## src/rtl/arwf_pkg.sv

```systemverilog
`default_nettype none
// ----------------------------------------------------------------------------
// arwf_pkg
// Shared types and codes of the anti-replay window filter.
// ----------------------------------------------------------------------------
package arwf_pkg;

  localparam int unsigned CTR_W = 64;
  localparam int unsigned LEN_W = 17;
  localparam int unsigned TC_W  = 2;
  localparam int unsigned IDX_W = 32;
  localparam int unsigned PAY_W = 16;

  localparam logic [TC_W-1:0] TC_DATA      = 2'd0;
  localparam logic [TC_W-1:0] TC_KEEPALIVE = 2'd1;

  typedef enum logic [2:0] {
    R_OK       = 3'd0,
    R_SHORT    = 3'd1,
    R_BAD_TYPE = 3'd2,
    R_BAD_RCV  = 3'd3,
    R_AUTH     = 3'd4,
    R_ZERO     = 3'd5,
    R_OLD      = 3'd6,
    R_DUP      = 3'd7
  } reason_e;

  // Classified item handed from the front to the back
  typedef struct packed {
    reason_e          pre;
    logic [CTR_W-1:0] ctr;
    logic [PAY_W-1:0] pay;
  } mid_t;

  // Finished result
  typedef struct packed {
    logic             accept;
    reason_e          reason;
    logic [PAY_W-1:0] pay;
  } res_t;

endpackage
`default_nettype wire

```

## src/rtl/anti_replay_window_filter.sv

```systemverilog
`default_nettype none
// ----------------------------------------------------------------------------
// anti_replay_window_filter
// Receive-side header check and sliding replay window for transport messages.
// ----------------------------------------------------------------------------
// One item is taken per clock while full is low and one result leaves per
// clock while pop is high and empty is low; every item gives exactly one
// result, in order. A taken item is classified into the classifier queue,
// then the window stage writes its verdict into the output queue. The window
// stage sets the rate: it compares, subtracts and shifts the WINDOW_BITS mask
// for one item each cycle unless the output queue is full. The user must write
// local_index with cfg_we_i only while the block is idle (not enforced here).
module anti_replay_window_filter import arwf_pkg::*; #(
  parameter int unsigned WINDOW_BITS  = 64,
  parameter int unsigned HEADER_BYTES = 32
) (
  input  wire logic             clk_i,
  input  wire logic             rst_ni,
  input  wire logic             cfg_we_i,
  input  wire logic [IDX_W-1:0] cfg_wdata_i,
  input  wire logic             push,
  output logic                  full,
  input  wire logic [LEN_W-1:0] message_length_i,
  input  wire logic [TC_W-1:0]  type_class_i,
  input  wire logic [IDX_W-1:0] receiver_index_i,
  input  wire logic             auth_ok_i,
  input  wire logic [CTR_W-1:0] msg_counter_i,
  input  wire logic [PAY_W-1:0] payload_bytes_i,
  output logic                  empty,
  input  wire logic             pop,
  output logic                  accept_o,
  output logic      [2:0]       reason_o,
  output logic      [PAY_W-1:0] payload_len_out_o
);

  localparam int unsigned MID_DEPTH = 2;
  localparam int unsigned RES_DEPTH = 2;

  mid_t mid_in, mid_out;
  res_t res_in, res_out;
  logic mid_empty, mid_pop;
  logic res_full, res_push;

  arwf_front #(
    .HEADER_BYTES(HEADER_BYTES)
  ) u_front (
    .clk_i           (clk_i),
    .rst_ni          (rst_ni),
    .cfg_we_i        (cfg_we_i),
    .cfg_wdata_i     (cfg_wdata_i),
    .message_length_i(message_length_i),
    .type_class_i    (type_class_i),
    .receiver_index_i(receiver_index_i),
    .auth_ok_i       (auth_ok_i),
    .msg_counter_i   (msg_counter_i),
    .payload_bytes_i (payload_bytes_i),
    .mid_o           (mid_in)
  );

  arwf_fifo #(
    .WIDTH($bits(mid_t)),
    .DEPTH(MID_DEPTH)
  ) u_mid_q (
    .clk_i  (clk_i),
    .rst_ni (rst_ni),
    .push_i (push),
    .wdata_i(mid_in),
    .full_o (full),
    .pop_i  (mid_pop),
    .rdata_o(mid_out),
    .empty_o(mid_empty)
  );

  arwf_back #(
    .WINDOW_BITS(WINDOW_BITS)
  ) u_back (
    .clk_i      (clk_i),
    .rst_ni     (rst_ni),
    .mid_valid_i(~mid_empty),
    .mid_i      (mid_out),
    .mid_pop_o  (mid_pop),
    .res_full_i (res_full),
    .res_push_o (res_push),
    .res_o      (res_in)
  );

  arwf_fifo #(
    .WIDTH($bits(res_t)),
    .DEPTH(RES_DEPTH)
  ) u_res_q (
    .clk_i  (clk_i),
    .rst_ni (rst_ni),
    .push_i (res_push),
    .wdata_i(res_in),
    .full_o (res_full),
    .pop_i  (pop),
    .rdata_o(res_out),
    .empty_o(empty)
  );

  assign accept_o          = res_out.accept;
  assign reason_o          = res_out.reason;
  assign payload_len_out_o = res_out.pay;

`ifndef NO_ASSERTIONS
  a_accept_reason: assert property (@(posedge clk_i) disable iff (!rst_ni)
    !empty |-> (accept_o == (reason_o == R_OK)))
    else $error("accept flag disagrees with reason code");

  a_reject_pay: assert property (@(posedge clk_i) disable iff (!rst_ni)
    (!empty && !accept_o) |-> (payload_len_out_o == '0))
    else $error("rejected result carries a payload length");

  a_reset_empty: assert property (@(posedge clk_i)
    $rose(rst_ni) |-> (empty && !full))
    else $error("queues not empty after reset");
`endif

endmodule
`default_nettype wire

```

## src/rtl/arwf_fifo.sv

```systemverilog
`default_nettype none
// ----------------------------------------------------------------------------
// arwf_fifo
// Small register queue with show-ahead read data.
// ----------------------------------------------------------------------------
module arwf_fifo #(
  parameter int unsigned WIDTH = 8,
  parameter int unsigned DEPTH = 2
) (
  input  wire logic             clk_i,
  input  wire logic             rst_ni,
  input  wire logic             push_i,
  input  wire logic [WIDTH-1:0] wdata_i,
  output logic                  full_o,
  input  wire logic             pop_i,
  output logic      [WIDTH-1:0] rdata_o,
  output logic                  empty_o
);

  localparam int unsigned AW = (DEPTH > 1) ? $clog2(DEPTH) : 1;
  localparam int unsigned CW = $clog2(DEPTH + 1);

  logic [WIDTH-1:0] mem_q [DEPTH];
  logic [AW-1:0]    wr_ptr_q, wr_ptr_d;
  logic [AW-1:0]    rd_ptr_q, rd_ptr_d;
  logic [CW-1:0]    cnt_q, cnt_d;
  logic             do_push, do_pop;

  assign full_o  = (cnt_q == CW'(DEPTH));
  assign empty_o = (cnt_q == '0);
  assign do_push = push_i & ~full_o;
  assign do_pop  = pop_i & ~empty_o;
  assign rdata_o = mem_q[rd_ptr_q];

  always_comb begin
    wr_ptr_d = wr_ptr_q;
    rd_ptr_d = rd_ptr_q;
    cnt_d    = cnt_q;
    if (do_push) begin
      wr_ptr_d = (wr_ptr_q == AW'(DEPTH - 1)) ? '0 : wr_ptr_q + 1'b1;
    end
    if (do_pop) begin
      rd_ptr_d = (rd_ptr_q == AW'(DEPTH - 1)) ? '0 : rd_ptr_q + 1'b1;
    end
    case ({do_push, do_pop})
      2'b10:   cnt_d = cnt_q + 1'b1;
      2'b01:   cnt_d = cnt_q - 1'b1;
      default: cnt_d = cnt_q;
    endcase
  end

  always_ff @(posedge clk_i or negedge rst_ni) begin
    if (!rst_ni) begin
      wr_ptr_q <= '0;
      rd_ptr_q <= '0;
      cnt_q    <= '0;
    end else begin
      wr_ptr_q <= wr_ptr_d;
      rd_ptr_q <= rd_ptr_d;
      cnt_q    <= cnt_d;
    end
  end

  always_ff @(posedge clk_i) begin
    if (do_push) begin
      mem_q[wr_ptr_q] <= wdata_i;
    end
  end

endmodule
`default_nettype wire

```

## src/rtl/arwf_front.sv

```systemverilog
`default_nettype none
// ----------------------------------------------------------------------------
// arwf_front
// Header classifier: holds the local index and runs the stateless checks.
// ----------------------------------------------------------------------------
module arwf_front import arwf_pkg::*; #(
  parameter int unsigned HEADER_BYTES = 32
) (
  input  wire logic             clk_i,
  input  wire logic             rst_ni,
  input  wire logic             cfg_we_i,
  input  wire logic [IDX_W-1:0] cfg_wdata_i,
  input  wire logic [LEN_W-1:0] message_length_i,
  input  wire logic [TC_W-1:0]  type_class_i,
  input  wire logic [IDX_W-1:0] receiver_index_i,
  input  wire logic             auth_ok_i,
  input  wire logic [CTR_W-1:0] msg_counter_i,
  input  wire logic [PAY_W-1:0] payload_bytes_i,
  output mid_t                  mid_o
);

  logic [IDX_W-1:0] local_index_q;
  reason_e          pre;

  always_ff @(posedge clk_i or negedge rst_ni) begin
    if (!rst_ni) begin
      local_index_q <= '0;
    end else if (cfg_we_i) begin
      local_index_q <= cfg_wdata_i;
    end
  end

  always_comb begin
    if (message_length_i < LEN_W'(HEADER_BYTES)) begin
      pre = R_SHORT;
    end else if (type_class_i != TC_DATA && type_class_i != TC_KEEPALIVE) begin
      pre = R_BAD_TYPE;
    end else if (receiver_index_i != local_index_q) begin
      pre = R_BAD_RCV;
    end else if (!auth_ok_i) begin
      pre = R_AUTH;
    end else if (msg_counter_i == '0) begin
      pre = R_ZERO;
    end else begin
      pre = R_OK;
    end
  end

  assign mid_o.pre = pre;
  assign mid_o.ctr = msg_counter_i;
  assign mid_o.pay = payload_bytes_i;

endmodule
`default_nettype wire

```

## src/rtl/arwf_back.sv

```systemverilog
`default_nettype none
// ----------------------------------------------------------------------------
// arwf_back
// Replay window: checks the counter against the sliding mask and updates it.
// ----------------------------------------------------------------------------
module arwf_back import arwf_pkg::*; #(
  parameter int unsigned WINDOW_BITS = 64
) (
  input  wire logic clk_i,
  input  wire logic rst_ni,
  input  wire logic mid_valid_i,
  input  mid_t      mid_i,
  output logic      mid_pop_o,
  input  wire logic res_full_i,
  output logic      res_push_o,
  output res_t      res_o
);

  localparam int unsigned SW = $clog2(WINDOW_BITS);

  logic [WINDOW_BITS-1:0] mask_q, mask_d;
  logic [CTR_W-1:0]       hi_q, hi_d;
  logic [CTR_W-1:0]       d_up, d_dn;
  logic [SW-1:0]          sh_up, sh_dn;
  logic                   newer, go;
  reason_e                reason;

  assign go         = mid_valid_i & ~res_full_i;
  assign mid_pop_o  = go;
  assign res_push_o = go;

  assign newer = (mid_i.ctr > hi_q);
  assign d_up  = mid_i.ctr - hi_q;
  assign d_dn  = hi_q - mid_i.ctr;
  assign sh_up = d_up[SW-1:0];
  assign sh_dn = d_dn[SW-1:0];

  always_comb begin
    reason = mid_i.pre;
    mask_d = mask_q;
    hi_d   = hi_q;
    if (mid_i.pre == R_OK) begin
      if (newer) begin
        if (d_up < CTR_W'(WINDOW_BITS)) begin
          mask_d = (mask_q << sh_up) | WINDOW_BITS'(1);
        end else begin
          mask_d = WINDOW_BITS'(1);
        end
        hi_d = mid_i.ctr;
      end else if (d_dn >= CTR_W'(WINDOW_BITS)) begin
        reason = R_OLD;
      end else if (mask_q[sh_dn]) begin
        reason = R_DUP;
      end else begin
        mask_d = mask_q | (WINDOW_BITS'(1) << sh_dn);
      end
    end
  end

  assign res_o.accept = (reason == R_OK);
  assign res_o.reason = reason;
  assign res_o.pay    = (reason == R_OK) ? mid_i.pay : '0;

  always_ff @(posedge clk_i or negedge rst_ni) begin
    if (!rst_ni) begin
      mask_q <= '0;
      hi_q   <= '0;
    end else if (go && reason == R_OK) begin
      mask_q <= mask_d;
      hi_q   <= hi_d;
    end
  end

endmodule
`default_nettype wire
```

## config.mk

```make
export PLATFORM = sky130hd
export DESIGN_NAME = anti_replay_window_filter
export DESIGN_NICKNAME = d
export VERILOG_FILES = /design/src/rtl/arwf_pkg.sv /design/src/rtl/anti_replay_window_filter.sv /design/src/rtl/arwf_fifo.sv /design/src/rtl/arwf_front.sv /design/src/rtl/arwf_back.sv
export SDC_FILE = /design/constraint.sdc
export NUM_CORES = 1
export LEC_CHECK = 0
export ABC_AREA = 1
export BUFFER_PORTS_ARGS = -buffer_cell sky130_fd_sc_hd__buf_2
export CORE_MARGIN = 4
export CORE_UTILIZATION = 50
export DETAILED_ROUTE_END_ITERATION = 10
export HOLD_SLACK_MARGIN = 0.1
export MAX_ROUTING_LAYER = met4
export PLACE_DENSITY = 0.68
export SKIP_LAST_GASP = 1
export SYNTH_ARGS = -nofsm -noshare
export SYNTH_HDL_FRONTEND = slang
export SYNTH_SLANG_ARGS = --single-unit
export TNS_END_PERCENT = 5
```

## constraint.sdc

```tcl
create_clock -name clk_i -period 6.35 [get_ports clk_i]
set_input_delay 0.3175 -clock clk_i [delete_from_list [all_inputs] [get_ports clk_i]]
set_output_delay 0.3175 -clock clk_i [all_outputs]
set_load 0.01 [all_outputs]
```

==> reports/metrics.yaml <==
outcome: "complete, no violations"
min_to: "u_mid_q.mem_q[0][81]"
relSlewSlack: 0.269
drv_slew: 0
netlist_area_um2: 31700
hold_viol_final: 0
grtUsageTotal: 0.370
rsz0062_at_grt: "no"
via_per_inst: 5.51
drive_gt1_frac: 0.105
final_antenna_net_count: 0
clock_latency_ps: 610
reg2reg_to: "u_back.mask_q[54]"
clock.fmax_ghz: 0.185
path_common_cell: "nand2_1"
holdBufCountCts: 116
cts_buffer_depth: 3
ys_seq_area_frac: 0.328
r2r.worst_path.cells: 26
synthCells: 4893
antenna_found_initial: 9
firstDrtPassIters: 6
async_flop_share: 0.449
postCtsResizedCells: 0
drcViolationCount: 0
hp-class: "primary input to flop"
start_kind: "flop"
setup_tns_ps: 0
area_growth_pct: 14.7
ys_ff_latch: 374
cts_sinks: 374
hold_start: "message_length_i[13]"
port_buffers: 184
ys_warn_count: 0
fp.coreArea_um2: 62900
crit_fanout: 66
crit_path_max_incr_delay_ps: 620
drt_wl_total_um: 124000
setup_violations: 0
endpoint_kind: "flop"
arrival_ps: 5920
start_util: 0.504
clkSlewWorstSetupHoldPaths_ps: 60
rows: 92
post_cts_buffers: 0
fin_skew_ps: 24.5
reg2reg_setup_slack_ps: 950
via_count: 33259
tritoncts: "done"
grt_pass1_wl_um: 185000
crit_type: "flop to flop"
synth_top_area_cell: "nand2_1"
synth.top_cell.area_share: 0.212
post-route-period-util: 0.851
cp_slowest_cell: "ha_1"
min_path_cells: 5
grt_pass1_vias: 31009
ys_top_cells_by_area: "nand2_1 (21%), edfxtp_1 (20%), dfrtp_1 (13%), inv_1 (9.0%), o21ai_0 (6.1%)"
h-tree-depth: 2
io_pins: 191
critPathTopFamily: "simple AND/OR/NAND/NOR gates"
ys_types: 54
wl_per_cell_um: 20.5
synthFlopType: "edfxtp_1"
critical_path_required_ps: 6870
cts_buffers: 43
gp_congestion: 1.07
max_cap_viol_count: 0
fin_nets: 5452
synth_nets: 5194
root_buffer: "clkbuf_16"
dieHeight_um: 260
overflow: 0
worstPathBufferInverterCount: 3
synth_edf_count: 206
fin_crit_ps: 5400
dp_hpwl_um: 96600
drt_iter0_markers: 3801
die_w_um: 260
tightest_slew_ps: 1100
die-area_um2: 67400
grt_max_degree: 129
synth.avg_cell_area_um2: 6.47
timing.rr.start: "u_mid_q.rd_ptr_q"
routing by layer:
layer | wire length (um) | vias up | track usage
met3 | 12400 | 226 | 0.0721
met1 | 55600 | 15432 | 0.526
li1 | - | 16054 | -
met4 | 3900 | 0 | 0.0994
met2 | 52300 | 1547 | 0.541
met5 | 0 | - | -
layout make-up:
class	count	area (um^2)
diodes	10	25.0
clock buffers	57	1160
clock inverters	22	322
fillers	6270	26500
inverters	784	2940
multi-input cells	3578	17700
flip-flops and latches	374	10400
well taps	846	1060
repair buffers	370	2720
kinds of logic (layout without fill, tap and decap cells):
| family | Yosys count | in the layout | share of synthesized area |
|---|---|---|---|
| and+or+nand+nor | 2612 | 2612 | 0.342 |
| buffers and inverters | 941 | 1233 | 0.115 |
| AOI/OAI and AO/OA | 705 | 705 | 0.122 |
| DFF | 374 | 374 | 0.328 |
| adders and majority gates | 132 | 132 | 0.0526 |
| muxes | 74 | 74 | 0.0246 |
| xor gates and xnor gates | 55 | 55 | 0.0154 |
| other | 0 | 10 | 0 |
synth_stat cells (all sizes together) (7+ instances only):
cell       n
or2       81
a21oi    175
clkinv     7
nor4      23
mux2      30
edfxtp   206
nor3      58
nand3    230
nand2   1795
dfrtp    168
o31ai     13
nand4     72
clkbuf   113
ha       130
o221ai    25
xor2      22
xnor2     33
o21bai    11
mux2i     44
inv      777
o22ai     23
o21ai    438
nor2     342
buf       44
stage by stage:
step	setup slack (ps)	std cells	hold WS [ps]	utilization	cell area (um^2)
detailed placement	1020	5836	446	0.536	33700
CTS	1010	6031	219	0.578	36300
global route	597	6040	261	0.578	36300
finish	948	6041	241	0.578	36300
global placement	1100	5836	446	0.536	33700
floorplan	1710	4893	21.9	-	31700
cells in the final DEF, fill, tap and decap left out, types with 25 or more instances in the layout:
| cell | count |
|---|---|
| nand2_1 | 1787 |
| inv_1 | 760 |
| o21ai_0 | 381 |
| nor2_1 | 300 |
| nand3_1 | 227 |
| edfxtp_1 | 206 |
| buf_2 | 183 |
| a21oi_1 | 175 |
| dfrtp_1 | 167 |
| ha_1 | 129 |
| dlygate4sd3_1 | 116 |
| or2_2 | 81 |
| nand4_1 | 72 |
| buf_4 | 62 |
| nor3_1 | 50 |
| mux2i_1 | 44 |
| clkbuf_16 | 43 |
| nor2_2 | 38 |
| xnor2_1 | 32 |
| o21ai_2 | 30 |
| mux2_2 | 30 |
| o21ai_1 | 27 |
| o221ai_1 | 25 |
registers in the layout, indices dropped and copies added, names as in the netlist:
register	count
u_mid_q.mem_q	166
u_back.hi_q	64
u_back.mask_q	64
u_res_q.mem_q	40
u_front.local_index_q	32
u_mid_q.cnt_q	2
u_res_q.cnt_q	2
u_mid_q.rd_ptr_q	1
u_mid_q.wr_ptr_q	1
u_res_q.rd_ptr_q	1
u_res_q.wr_ptr_q	1
tightest hold or removal path, delay by kind of cell:
family / cells / cell delay (ps)
simple gates: 3 / 250
buf+inv: 2 / 140
worst max-delay path by stage:
stage,startpoint,slack (ps),end,depth (start not counted)
final,u_mid_q.rd_ptr_q,950,u_back.mask_q[54],26
after floorplan,u_mid_q.cnt_q[1],1710,u_mid_q.mem_q[0][0],3
after detailed placement,u_mid_q.rd_ptr_q,1020,u_back.mask_q[61],28
after CTS,u_mid_q.rd_ptr_q,1010,u_back.mask_q[61],28
after global placement,u_mid_q.rd_ptr_q,1100,u_back.mask_q[63],28
after global routing,u_mid_q.rd_ptr_q,600,u_back.mask_q[61],26
Power is left out: the tool's default activity adds up to more than one toggle a clock period on the data nets, which glitch-free logic cannot reach.
